## src/sv/scu_pkg.sv

```systemverilog
// ---------------------------------------------------------------------------
// scu_pkg
// Shared types and constants for the sine/cosine pipeline.
// ---------------------------------------------------------------------------
package scu_pkg;

    // 2/pi in unsigned Q0.32.
    localparam logic [31:0] TWO_OVER_PI = 32'hA2F9836E;

    // One in Q1.30.
    localparam logic [31:0] ONE30 = 32'h4000_0000;

    // Initial Horner terms, in units of 2^-30 like the step coefficients.
    localparam logic signed [32:0] CP_TOP = 33'sd18684;
    localparam logic signed [32:0] CQ_TOP = 33'sd128;

    // Coefficients that the four Horner steps add, in step order.
    localparam logic signed [32:0] CP_TAB [4] = '{-33'sd1772451, 33'sd56333191,
                                                  -33'sd632692237, 33'sd1738091645};
    localparam logic signed [32:0] CQ_TAB [4] = '{33'sd16980, 33'sd1211276,
                                                  33'sd52246941, 33'sd1106503508};

    localparam int POLY_STEPS = 4;
    localparam int DIV_STAGES = 8;
    localparam int DIV_BITS   = 4;

    // Word passed between the polynomial stages.
    typedef struct packed {
        logic [30:0]        s;
        logic [30:0]        an;
        logic               yneg;
        logic signed [32:0] ps;
        logic signed [32:0] qs;
    } scu_poly_t;

    // Word passed between the divider stages.
    typedef struct packed {
        logic [33:0] rem;
        logic [31:0] nlo;
        logic [32:0] d;
        logic [31:0] q;
        logic        neg;
    } scu_div_t;

endpackage

```

## src/sv/scu_reduce.sv

```systemverilog
// ---------------------------------------------------------------------------
// scu_reduce
// Argument reduction: scales the angle by 2/pi, folds it into one quadrant
// and squares the folded fraction. Two register stages.
// ---------------------------------------------------------------------------
module scu_reduce
    import scu_pkg::*;
(
    input  logic             clk,
    input  logic             rst_n,
    input  logic             en,
    input  logic             vin,
    input  logic             cmd,
    input  logic [31:0]      angle,
    output logic             vout,
    output scu_poly_t        dout
);

    logic [31:0] mag;
    logic [1:0]  base;
    logic [63:0] prod;
    logic        v1_reg;
    logic [31:0] x_reg;
    logic [1:0]  base_reg;
    logic [1:0]  quad;
    logic [29:0] f;
    logic [30:0] yabs;
    logic [61:0] sq;
    logic        vout_reg;
    scu_poly_t   dout_next;
    scu_poly_t   dout_reg;

    // Magnitude and starting quadrant; cosine ignores the sign.
    always_comb
    begin
        mag  = angle[31] ? (32'd0 - angle) : angle;
        base = cmd ? 2'd1 : (angle[31] ? 2'd2 : 2'd0);
        prod = {32'd0, mag} * {32'd0, TWO_OVER_PI};
    end

    // Stage one keeps the quadrant bits and the fraction of the scaled angle.
    always_ff @(posedge clk or negedge rst_n)
    begin
        if (!rst_n)
        begin
            v1_reg <= 1'b0;
        end
        else if (en)
        begin
            v1_reg <= vin;
        end
    end

    always_ff @(posedge clk)
    begin
        if (en)
        begin
            x_reg    <= prod[57:26];
            base_reg <= base;
        end
    end

    // Fold the fraction into the quadrant and square it.
    always_comb
    begin
        quad = base_reg + x_reg[31:30];
        f    = x_reg[29:0];
        yabs = quad[0] ? (31'h4000_0000 - {1'b0, f}) : {1'b0, f};
        sq   = {31'd0, yabs} * {31'd0, yabs};
        dout_next.s    = sq[60:30];
        dout_next.an   = yabs;
        dout_next.yneg = quad[1];
        dout_next.ps   = CP_TOP;
        dout_next.qs   = CQ_TOP;
    end

    always_ff @(posedge clk or negedge rst_n)
    begin
        if (!rst_n)
        begin
            vout_reg <= 1'b0;
        end
        else if (en)
        begin
            vout_reg <= v1_reg;
        end
    end

    always_ff @(posedge clk)
    begin
        if (en)
        begin
            dout_reg <= dout_next;
        end
    end

    assign vout = vout_reg;
    assign dout = dout_reg;

endmodule

```

## config.mk

```make
export PLATFORM = sky130hd
export DESIGN_NAME = scu_reduce
export DESIGN_NICKNAME = d
export VERILOG_FILES = /design/src/sv/scu_pkg.sv /design/src/sv/scu_reduce.sv
export SDC_FILE = /design/constraint.sdc
export NUM_CORES = 2
export LEC_CHECK = 0
export BUFFER_PORTS_ARGS = -buffer_cell sky130_fd_sc_hd__buf_2
export CORE_MARGIN = 8
export CORE_UTILIZATION = 30
export DETAILED_ROUTE_END_ITERATION = 8
export GPL_TIMING_DRIVEN = 1
export PLACE_DENSITY = 0.51
export REMOVE_ABC_BUFFERS = 1
export SETUP_SLACK_MARGIN = 0.4
export SYNTH_ARGS = -nofsm -noshare
export SYNTH_HDL_FRONTEND = slang
export SYNTH_SLANG_ARGS = --single-unit
```

## constraint.sdc

```tcl
create_clock -name clk -period 21 [get_ports clk]
set_input_delay 4.2 -clock clk [delete_from_list [all_inputs] [get_ports clk]]
set_output_delay 4.2 -clock clk [all_outputs]
set_load 0.005 [all_outputs]
```

==> run_results.csv <==
group,metric,value,unit
finish,final_util,32.49,%
route,drt-vias-per-instance,4.412,
finish,nFillCells,15990,
die,core,153900,um^2
synthesis,post-synth-top-count-cell,"inv_1",
sta,skew,0.01746,ns
sta,fin_setup_tns,0,ns
synthesis,yosysTopAreaCellShare,50.26,%
clock_tree,worstSkewPairLatency,0.43,ns
global_routing,grt_antenna_before_repair,0,
clock_tree,clock_sinks,99,
finish,drive_above_1_share,4.623,%
synthesis,synth-seq-cells,99,
route,drc,0,
clock_tree,cts_tree,"built",
route,dr.pass1.iters,7,
route,routed_wl,133.9,mm
synthesis,synth_area,46440,um^2
finish,seq_area,2963,um^2
die,ios,167,
setup_path,worstPathRequired,21.22,ns
setup_path,arrival,13.88,ns
sta,final_hold_viol_count,0,
route,vias,30300,
finish,antenna_cells,0,
placed_design,portBuffers,100,
global_routing,grt_pass1_vias,34350,
finish,syn2layout_area_growth,7.635,%
clock_tree,cts_htree_levels,3,
global_routing,grt_pass1_wl,208.7,mm
die,die_area,167700,um^2
synthesis,synthCells,4702,
synthesis,yosys_warnings,0,
placed_design,dp_hpwl,114.2,mm
synthesis,synthArstFlopShare,2.020,%
synthesis,synth_common_cells,"inv_1, fa_1, ha_1, nand2_1, nor2_1",
clock_tree,cts_root_buf,"clkbuf_16",
clock_tree,path_clk_slew,0.09,ns
synthesis,synth_enable_flop_cells,97,
route,wl_per_cell,19.50,um
sta,layout_min_cycle_time,13.66,ns
clock_tree,cts.repair.resized,0,
setup_path,end_kind,"register",
min_path,hold_path_class,"reg -> reg",
job,drv_cap,0,
sta,fmax,73.20,MHz
die,row_count,144,
route,drtIter0Drc,1327,
placed_design,dpl_worst_slack,6.818,ns
synthesis,synth_seq_area_share,6.379,%
die,die_y,409.5,um
global_routing,grt_start_max_net_pins,56,
setup_path,cp_max_fo,6,
synthesis,yosysUniqueCellTypes,71,
sta,worst_slack,7.339,ns
global_routing,grt_usage,16.23,%
sta,rsz0062_at_grt,"no",
sta,worst_pin_slew,1.154,ns
setup_path,start_kind,"input port",
route,ant_nets,0,
synthesis,yosysTopAreaCell,"fa_1",
clock_tree,hold_buffers,0,
placed_design,gp_congestion,0.8777,
setup_path,critPathKind,"in -> reg",
sta,fin_crit_sh,65.05,%
finish,largest_reg_flops,63,
synthesis,ys.flop_type,"edfxtp_1",
sta,slew_violations,0,
setup_path,reg2reg_setup_slack,9.55,ns
setup_path,slowest_stage,"a221oi_1",
clock_tree,post_cts_buffers,0,
sta,max-slew-margin-rel,22.50,%
setup_path,worst_path_largest_cell_delay,0.64,ns
synthesis,yosys-top-cells-area,"fa_1, ha_1, inv_1",
synthesis,syn_area_per_cell,9.877,um^2
finish,fin_nets,6604,
die,die_x,409.5,um
finish,multi_input_area,37320,um^2
global_routing,grt_overflow,0,
clock_tree,cts_buffer_depth,2,
die,start_util,30.18,%
clock_tree,cts_made_buffers,9,
sta,setup_violations,0,
status,outcome,"completed",
[stage by stage]
| step | hold WS [ns] | cell area [um^2] | std cells |
|---|---|---|---|
| floorplan | 0.4749 | 45970 | 4643 |
| global placement | 0.4846 | 49670 | 6852 |
| detailed placement | 0.4984 | 49670 | 6852 |
| CTS | 0.5194 | 49990 | 6868 |
| global route | 0.5333 | 49990 | 6868 |
| finish | 0.5122 | 49990 | 6868 |
[final timing paths]
path,from,to,cells after the start
max reg2reg,x_reg[3],dout[115],30
min in group asynchronous,rst_n,vout,1
min,v1_reg,v1_reg,1
max,angle[4],x_reg[22],34
max in group asynchronous,rst_n,v1_reg,1
min reg2reg,v1_reg,v1_reg,1
[critical path: cells and delay by family]
family | cells | cell delay (ns)
AOI/OAI and AO/OA | 7 | 1.84
xor gates and xnor gates | 1 | 0.29
adders and majority gates | 9 | 4.07
buffers and inverters | 7 | 0.44
and+or+nand+nor | 10 | 3.02
[layer usage]
| layer | track usage (%) | up-vias | part of all wire [%] |
|---|---|---|---|
| met3 | 2.115 | 141 | 4.6 |
| li1 | - | 13880 | - |
| met4 | 3.842 | 0 | 2.4 |
| met5 | 0 | - | 0 |
| met2 | 28.58 | 715 | 50 |
| met1 | 21.19 | 15570 | 43 |
[kinds of logic (layout without fill, tap and decap cells)]
logic type / after synthesis / in the layout / synth area share (%)
XOR/XNOR: 139 / 139 / 2.621
multiplexers: 7 / 7 / 0.1589
AND/OR/NAND/NOR: 719 / 719 / 6.646
adder cells (fa/ha/maj): 1748 / 1748 / 65.94
AO/OA/AOI/OAI: 286 / 286 / 3.944
flip-flops: 99 / 99 / 6.379
buffers and inverters: 1702 / 1736 / 14.29
other: 2 / 90 / 0.01617
[cell usage in the layout, fill, tap and decap left out, types with 25 or more instances in the layout]
cell      synthesis  routed
a21o_1           25      25
a21oi_1          91      91
buf_2             2      99
buf_4            66      66
conb_1            2      90
edfxtp_1         97      97
fa_1           1166    1166
ha_1            582     582
inv_1          1544    1544
nand2_1         337     337
nor2_1          245     245
o21ai_0          57      56
xnor2_1          83      76
xor2_1           56      45
[area by class of cell]
| cell class | count | share of cell area (%) |
|---|---|---|
| Clock buffer | 9 | 0.4505 |
| Multi-Input combinational cell | 2989 | 74.67 |
| Tap cell | 2044 | 5.116 |
| Inverter | 1555 | 11.68 |
| Clock inverter | 7 | 0.1827 |
| Sequential cell | 99 | 5.927 |
| Timing Repair Buffer | 165 | 1.982 |
Power is not shown: default switching activity piles up to over one toggle a cycle in this logic, so the estimate is an artifact.
