**config.mk**
```make
export PLATFORM = sky130hd
export DESIGN_NAME = scu_div_step
export DESIGN_NICKNAME = d
export VERILOG_FILES = /design/src/sv/scu_pkg.sv /design/src/sv/scu_div_step.sv
export SDC_FILE = /design/constraint.sdc
export NUM_CORES = 1
export LEC_CHECK = 0
export BUFFER_PORTS_ARGS = -buffer_cell sky130_fd_sc_hd__buf_2
export CORE_MARGIN = 1
export CORE_UTILIZATION = 61
export DETAILED_ROUTE_END_ITERATION = 6
export GPL_TIMING_DRIVEN = 0
export PLACE_DENSITY = 0.89
export SLEW_MARGIN = 20
export SYNTH_ARGS = -nofsm -noshare
export SYNTH_HDL_FRONTEND = slang
export SYNTH_SLANG_ARGS = --single-unit
```
**constraint.sdc**
```tcl
create_clock -name clk -period 1.3 [get_ports clk]
set_clock_uncertainty 0.1 [all_clocks]
set_input_delay 0.195 -clock clk [delete_from_list [all_inputs] [get_ports clk]]
set_output_delay 0.195 -clock clk [all_outputs]
set_load 0.02 [all_outputs]
```
**src/sv/scu_pkg.sv**
```systemverilog
// ---------------------------------------------------------------------------
// scu_pkg
// Shared types and constants for the sine/cosine pipeline.
// ---------------------------------------------------------------------------
package scu_pkg;

    // 2/pi in unsigned Q0.32.
    localparam logic [31:0] TWO_OVER_PI = 32'hA2F9836E;

    // One in Q1.30.
    localparam logic [31:0] ONE30 = 32'h4000_0000;

    // Initial Horner terms, in units of 2^-30 like the step coefficients.
    localparam logic signed [32:0] CP_TOP = 33'sd18684;
    localparam logic signed [32:0] CQ_TOP = 33'sd128;

    // Coefficients that the four Horner steps add, in step order.
    localparam logic signed [32:0] CP_TAB [4] = '{-33'sd1772451, 33'sd56333191,
                                                  -33'sd632692237, 33'sd1738091645};
    localparam logic signed [32:0] CQ_TAB [4] = '{33'sd16980, 33'sd1211276,
                                                  33'sd52246941, 33'sd1106503508};

    localparam int POLY_STEPS = 4;
    localparam int DIV_STAGES = 8;
    localparam int DIV_BITS   = 4;

    // Word passed between the polynomial stages.
    typedef struct packed {
        logic [30:0]        s;
        logic [30:0]        an;
        logic               yneg;
        logic signed [32:0] ps;
        logic signed [32:0] qs;
    } scu_poly_t;

    // Word passed between the divider stages.
    typedef struct packed {
        logic [33:0] rem;
        logic [31:0] nlo;
        logic [32:0] d;
        logic [31:0] q;
        logic        neg;
    } scu_div_t;

endpackage

```
**src/sv/scu_div_step.sv**
```systemverilog
// ---------------------------------------------------------------------------
// scu_div_step
// Four restoring-division steps of the quotient, one register stage.
// ---------------------------------------------------------------------------
module scu_div_step
    import scu_pkg::*;
(
    input  logic      clk,
    input  logic      rst_n,
    input  logic      en,
    input  logic      vin,
    input  scu_div_t  din,
    output logic      vout,
    output scu_div_t  dout
);

    scu_div_t dout_next;
    scu_div_t dout_reg;
    logic     vout_reg;

    // Shift in one dividend bit, then subtract the divisor when it fits.
    always_comb
    begin
        dout_next = din;
        for (int i = 0; i < DIV_BITS; i++)
        begin
            dout_next.rem = {dout_next.rem[32:0], dout_next.nlo[31]};
            dout_next.nlo = {dout_next.nlo[30:0], 1'b0};
            if (dout_next.rem >= {1'b0, dout_next.d})
            begin
                dout_next.rem = dout_next.rem - {1'b0, dout_next.d};
                dout_next.q   = {dout_next.q[30:0], 1'b1};
            end
            else
            begin
                dout_next.q   = {dout_next.q[30:0], 1'b0};
            end
        end
    end

    always_ff @(posedge clk or negedge rst_n)
    begin
        if (!rst_n)
        begin
            vout_reg <= 1'b0;
        end
        else if (en)
        begin
            vout_reg <= vin;
        end
    end

    always_ff @(posedge clk)
    begin
        if (en)
        begin
            dout_reg <= dout_next;
        end
    end

    assign vout = vout_reg;
    assign dout = dout_reg;

endmodule
```
==> results of run 1 <==
## layer usage
layer	track usage [%]	overflow
met5	70.2	6
met4	125	508
met3	79.5	49
met2	160	2396
met1	91.2	48
## cells in the mapped netlist (8+ instances only)
| cell type | n |
|---|---|
| sky130_fd_sc_hd__ha_1 | 132 |
| sky130_fd_sc_hd__edfxtp_1 | 128 |
| sky130_fd_sc_hd__a21oi_1 | 124 |
| sky130_fd_sc_hd__nor2_1 | 87 |
| sky130_fd_sc_hd__o21ai_0 | 76 |
| sky130_fd_sc_hd__xnor2_1 | 75 |
| sky130_fd_sc_hd__nand2_1 | 73 |
| sky130_fd_sc_hd__inv_1 | 68 |
| sky130_fd_sc_hd__mux2_2 | 63 |
| sky130_fd_sc_hd__a21o_1 | 54 |
| sky130_fd_sc_hd__nand3_1 | 36 |
| sky130_fd_sc_hd__xor2_1 | 31 |
| sky130_fd_sc_hd__o21a_1 | 23 |
| sky130_fd_sc_hd__nor3_1 | 22 |
| sky130_fd_sc_hd__mux2_4 | 21 |
| sky130_fd_sc_hd__nand2b_1 | 18 |
| sky130_fd_sc_hd__and3_1 | 17 |
| sky130_fd_sc_hd__mux2i_1 | 17 |
| sky130_fd_sc_hd__nand4_1 | 15 |
| sky130_fd_sc_hd__nor2b_1 | 15 |
| sky130_fd_sc_hd__o21bai_1 | 15 |
| sky130_fd_sc_hd__o31ai_1 | 13 |
| sky130_fd_sc_hd__a211oi_1 | 11 |
| sky130_fd_sc_hd__a31oi_1 | 10 |
| sky130_fd_sc_hd__buf_4 | 10 |
| sky130_fd_sc_hd__or3_1 | 9 |
| sky130_fd_sc_hd__clkbuf_1 | 8 |
| sky130_fd_sc_hd__o211ai_1 | 8 |
| sky130_fd_sc_hd__or2_2 | 8 |
## cell families after synthesis
kind of cell,after synthesis
buffers and inverters,97
AOI/OAI and AO/OA,403
DFF,129
xor gates and xnor gates,106
muxes,102
and+or+nand+nor,329
adders and majority gates,136
other,1
## timing repair
item,in CTS
endpoints found under the hold margin,92
cloned,3
hold buffers,93
buffers inserted,99
pin swaps,56
endpoints found under the setup margin,46
resized for setup,212
## stage by stage
| step | utilization, % | TNS, ns | cell area, um2 |
|---|---|---|---|
| after floorplan | - | -338.24 | 12900 |
| after global placement | 73.7 | -597.82 | 14500 |
| after detailed placement | 73.8 | -435.85 | 14600 |
| after CTS | 91.1 | -345.91 | 18000 |
==> results.txt, run 1 <==
- The synthesized design contains approximately 130 register bits.
* Count of boundary I/O pins: between 200 and 300
- Initial standard-cell utilization of the core: between 60% and 70%
- The run stopped with a tool error.
* Chip Height: about 140 um
- Cell chosen for the clock root: sky130_fd_sc_hd__clkbuf_16
* Synthesized-area fraction occupied by adder cells: between 10% and 20%
- Counting flops with an async set or reset pin after synthesis yields a share of 0.775%.
- Multiplexer cells account for 9.78% of the synthesized area.
- The global-route repair_timing pass left the worst setup endpoint at dout[111]$_DFFE_PP_/D.
- HPWL after detailed placement: a little under 30,000 um
- For this run, the total global-route usage over all layers was measured as 112%.
- Port bufs: 259
* Biggest area contributors in the synthesized netlist: sky130_fd_sc_hd__edfxtp_1 (31%), sky130_fd_sc_hd__ha_1 (13%), sky130_fd_sc_hd__mux2_2 (5.7%), sky130_fd_sc_hd__xnor2_1 (5.3%), sky130_fd_sc_hd__a21oi_1 (5.0%)
- The tool reported: "[ERROR GRT-0232] Routing congestion too high. Check the congestion heatmap in the GUI".
* Total congestion overflow: between 3,000 and 4,000
- Compound-cell area share of the yosys netlist: between 20% and 30%
- Combinational family with the most area after synthesis: compound AO/OA/AOI/OAI gates
* X dimension of the die: 145 um
* Cell Area, Synth: 12,400 um2
* Cell Rows: ~50
- Counting along the longest clock path gives a buffer depth of 2.
- Pre-CTS setup slack: -11.75 ns
- TritonCTS Sinks: 129
- In the synthesized netlist the dominant register cell turns out to be sky130_fd_sc_hd__edfxtp_1.
* Share of synthesized area occupied by flip-flops and latches: a little under a third
* H-tree depth: 4
- Instance count after placement with tap cells included: around 1,800
- The flow halted during global routing (5_1_grt).
- Maximum number of pins on one net before global-route repair: 83
- Of the total synthesized cell area, the portion taken by AND, OR, NAND and NOR gates is 13.0%.
- Number of enable flip-flop cells after synthesis: 128
- Fraction of synthesized cell area in xor and xnor cells: under 10%
* CTS buffer count: 17
- Share of the synthesized area in the top cell type: between 30 and 40%
* Count of warnings emitted by yosys: 0
* Unique cell type count in the Yosys netlist: 73
- Synthesis produced a netlist whose cell count is between 1,000 and 1,500.
- A synthesized cell averages roughly 9.6 um2.
- Pin category terminating the worst setup path after the last repair: register data pin
* Routability Congestion: slightly above 1
- Post-synthesis cell type with the largest combined area: sky130_fd_sc_hd__edfxtp_1
==> inputs of run 2 (changes only) <==
--- a/config.mk
+++ b/config.mk
@@ -7,10 +7,10 @@
 export LEC_CHECK = 0
 export BUFFER_PORTS_ARGS = -buffer_cell sky130_fd_sc_hd__buf_2
 export CORE_MARGIN = 1
-export CORE_UTILIZATION = 61
+export CORE_UTILIZATION = 40
 export DETAILED_ROUTE_END_ITERATION = 6
 export GPL_TIMING_DRIVEN = 0
-export PLACE_DENSITY = 0.89
+export PLACE_DENSITY_LB_ADDON = 0.15
 export SLEW_MARGIN = 20
 export SYNTH_ARGS = -nofsm -noshare
 export SYNTH_HDL_FRONTEND = slang
==> run 2 against run 1 <==
Effect of this change:
- the flow now finishes, with violations (setup timing)
- synthesized cell count did not move
- area after synthesis did not move
==> results.txt, run 2 <==
- Share of the synthesized area in the top cell type: 30.9% (unchanged)
- The clock network accounts for 8.8% of the total power.
- In the layout the commonest cells are sky130_fd_sc_hd__buf_2 (238), sky130_fd_sc_hd__buf_4 (131), sky130_fd_sc_hd__edfxtp_1 (128).
- Peak VDD IR: 1580 uV
- The post-synthesis cell type count is 73 (unchanged).
- Most repeated library cell on the critical path: sky130_fd_sc_hd__buf_12
- Chip Height: 178 um (+23%)
- The number of clock sinks seen by CTS was 129 (unchanged).
- The floorplan step defined a core boundary enclosing 30,600 um2.
- Vias: between 10,000 and 15,000
- The share of total power dissipated in sequential elements is a little under an eighth.
- Wirelength per Cell: approximately 19 um
- The mapped cell area is 12,400 um2 (unchanged).
* Setup violators final: 40
- Internal Dissipation: around 0.035 W
- Most used standard cell by instance count after synthesis: sky130_fd_sc_hd__ha_1
- Die footprint: roughly 32,000 um2
- Entering global routing, the biggest net connects between 80 and 90 pins.
- Cell Rows: 64 (+25%)
- Max-cap violations in this run came to 0.
* PnR worst setup slack: -9.82 ns
* Worst-path cell with the longest stage delay: sky130_fd_sc_hd__or4_4
* Power spent charging and discharging nets: ~0.025 W
* Cell chosen for the clock root: sky130_fd_sc_hd__clkbuf_16
* HPWL after detailed placement: 30,700 um (+3.0%)
- DRC: 0
- Buffers from clock root to sink, at most: 2 (unchanged)
* Total congestion overflow: 0
- Average vias per placed instance: roughly 5.5
* Port bufs: 259 (unchanged)
- The gate count of the mapped netlist was 1,303 (unchanged).
- Leakage power figure: ~8.0 nW
- Footprint of the flip-flops and latches: 3870 um2
* Initial standard-cell utilization of the core: 40.7% (-22 points)
- The final weighted congestion of routability-driven global placement was 0.912 (-9.6%).
* Final-report hold violation count: 0
- Of the cells placed in the final design, the portion with a size suffix greater than 1 is roughly two fifths.
- Number of flip-flops under the largest register name: around 130
* Top_reg_cell synth: sky130_fd_sc_hd__edfxtp_1
- The post-synthesis async set-or-reset flop share came to 0.775% (unchanged).
- The number of antenna violations at the first check in global routing came to 0.
* Count of boundary I/O pins: 269 (unchanged)
- From synthesis to final layout, the design area changed by 51.8%.
- The run finished, with violations left.
- First-pass DRT Iterations: 5
* Final routed wirelength across all metal layers: between 40,000 and 50,000 um
* Final hold slack: ~0.037 ns
- Synth top cells by count: sky130_fd_sc_hd__ha_1 (132), sky130_fd_sc_hd__edfxtp_1 (128), sky130_fd_sc_hd__a21oi_1 (124)
* Final-stage net count: between 2,000 and 2,500
- The critical path is of the input port to flop type.
- The CTS buffer count came to 17 (unchanged).
- Wire length of the first global-routing pass: 61,900 um
- Number of enable flip-flop cells after synthesis: 128 (unchanged)
- Slew at the pin closest to its max-slew limit: between 0.6 and 0.7 ns
- Max_slew headroom: roughly three fifths
* Antenna diode count: 0
* Biggest area contributors in the synthesized netlist: sky130_fd_sc_hd__edfxtp_1 (31%), sky130_fd_sc_hd__ha_1 (13%), sky130_fd_sc_hd__mux2_2 (5.7%), sky130_fd_sc_hd__xnor2_1 (5.3%), sky130_fd_sc_hd__a21oi_1 (5.0%)
* Max-slew violation total from the final report: 0
* Unrepaired setup endpoints after global routing: yes
- At the later pin of the worst-skew pair, clock insertion delay measures roughly 0.42 ns.
- After clock tree synthesis, the clock-pin slew on the worst setup and hold paths is around 0.050 ns.
* Switching share of total power: 41.3%
- The smallest clock period supported by the final layout is computed as 11.12 ns.
- The first routing iteration left 625 violations.
* PD cells: 3170 nW/um2
* Post-synthesis area per instance: 9.55 um2 (unchanged)
* Share of synthesized area occupied by flip-flops and latches: 31.1% (unchanged)
* Maximum fanout encountered on the critical timing path: 7
- Kind of end point of the critical path: flop
* Required @ worst endpoint: 1.36 ns
- Static timing analysis puts the maximum clock frequency at between 0.08 and 0.09 GHz.
- The flip-flop and latch count after synthesis came to 129 (unchanged).
* Crit path buffers/inverters: 14
- Violations in the final reports: setup timing
- Part of the total power dissipated in combinational logic: approximately 80%
- Kind of cell adding the most delay to the critical path: compound AO/OA/AOI/OAI gates
- Count of warnings emitted by yosys: 0 (unchanged)
- Ratio of final minimum period to clock period: 856%
- Worst Setup Start Kind: input port
* Area of the multi-input gates: 9560 um2
* Delay contributed by the slowest stage of the critical path: 0.55 ns
* X dimension of the die: 178 um (+23%)
- The via count of the first global-routing pass is roughly 12,000.
- Most frequent standard cell in the layout excluding fill and tap cells: sky130_fd_sc_hd__buf_2
* Arrival time of the worst setup path: 11.19 ns
* Total of fill cells in the finished design: about 2,600
- The design draws ~0.060 W.
- Post-synthesis cell type with the largest combined area: sky130_fd_sc_hd__edfxtp_1
- H-tree depth: 4 (unchanged)
- The count of nets left with antenna violations once routing finished came out at 0.
* Pre-CTS setup slack: -11.92 ns (-0.172 ns)
- TritonCTS built the clock tree.
- Gr usage total: about 25%
* Path class of the lowest-slack min-delay path: input port to flop
==> run 2: repair_timing <==
item                                    4_1_cts  5_1_grt
gates cloned                                  6        2
hold buffers                                 93        0
setup buffers                                99       40
pin swaps                                    67       49
gates resized for setup                     183      118
endpoints found under the setup margin       42       50
hold endpoints to repair                     92        0
==> run 2: worst register-to-register path, cell delays in order (launching register included) <==
cell and delay, ns:
sky130_fd_sc_hd__dfrtp_1 0.37, sky130_fd_sc_hd__buf_4 0.13, sky130_fd_sc_hd__mux2_2 0.26
==> run 2: power by group through the flow <==
stage / sequential (W) / combinational, W / clock (W)
final: 0.00691 / 0.0478 / 0.00528
after global routing: 0.00699 / 0.0511 / 0.00556
after CTS: 0.00692 / 0.0455 / 0.00539
after detailed placement: 0.00700 / 0.0372 / 0
after global placement: 0.00698 / 0.0369 / 0
after floorplan: 0.00814 / 0.0289 / 0
==> run 2: metal layers <==
metal	vias to the layer above	GRT usage, %	wire, um
li1	5990	-	-
met1	5812	33.2	19000
met2	397	43.3	20000
met3	54	3.43	2360
met4	0	7.52	993
met5	-	0	0
==> run 2: cell families (layout without fill, tap and decap cells) <==
kind of cell | after synthesis | count (layout) | share of synthesized area, %
simple gates | 329 | 329 | 13.0
other cells | 1 | 4 | 0.0301
xor+xnor | 106 | 106 | 7.46
compound gates | 403 | 403 | 21.2
fa+ha+maj | 136 | 136 | 13.9
buf+inv | 97 | 618 | 3.58
flops | 129 | 129 | 31.1
mux | 102 | 102 | 9.78
==> run 2: cell type report <==
cell class / count / area share (%)
timing repair buffer: 496 / 19.4
buffer: 21 / 1.71
tap: 396 / 2.62
clock inverter: 14 / 1.12
inverter: 69 / 1.82
clock buffer: 18 / 2.27
sequential: 129 / 20.5
multi-input combinational: 1080 / 50.6
==> run 2: final timing paths <==
| kind | endpoint | slack [ns] | cells past startpoint | startpoint |
|---|---|---|---|---|
| max | dout[123]$_DFFE_PP_ | -9.82 | 54 | din[39] |
| min | dout[98]$_DFFE_PP_ | 0.04 | 3 | din[94] |
| max reg2reg | vout$_DFFE_PN0P_ | 0.31 | 2 | vout$_DFFE_PN0P_ |
| min reg2reg | vout$_DFFE_PN0P_ | 0.53 | 2 | vout$_DFFE_PN0P_ |
| max in group asynchronous | vout$_DFFE_PN0P_ | 0.47 | 3 | rst_n |
| min in group asynchronous | vout$_DFFE_PN0P_ | 0.53 | 3 | rst_n |
==> run 2: stage by stage <==
step           TNS (ns)  cells  cell area, um2  utilization, %
2_1_floorplan   -338.24   1306           12900               -
5_1_grt         -363.33   2223           18900            61.8
3_5_place_dp    -444.11   1962           14700            48.1
4_1_cts         -353.14   2187           18100            59.3
6_report        -353.23   2223           18900            61.8
3_3_place_gp    -628.38   1961           14700            48.0
No activity file was read; power rests on OpenSTA's default activity.
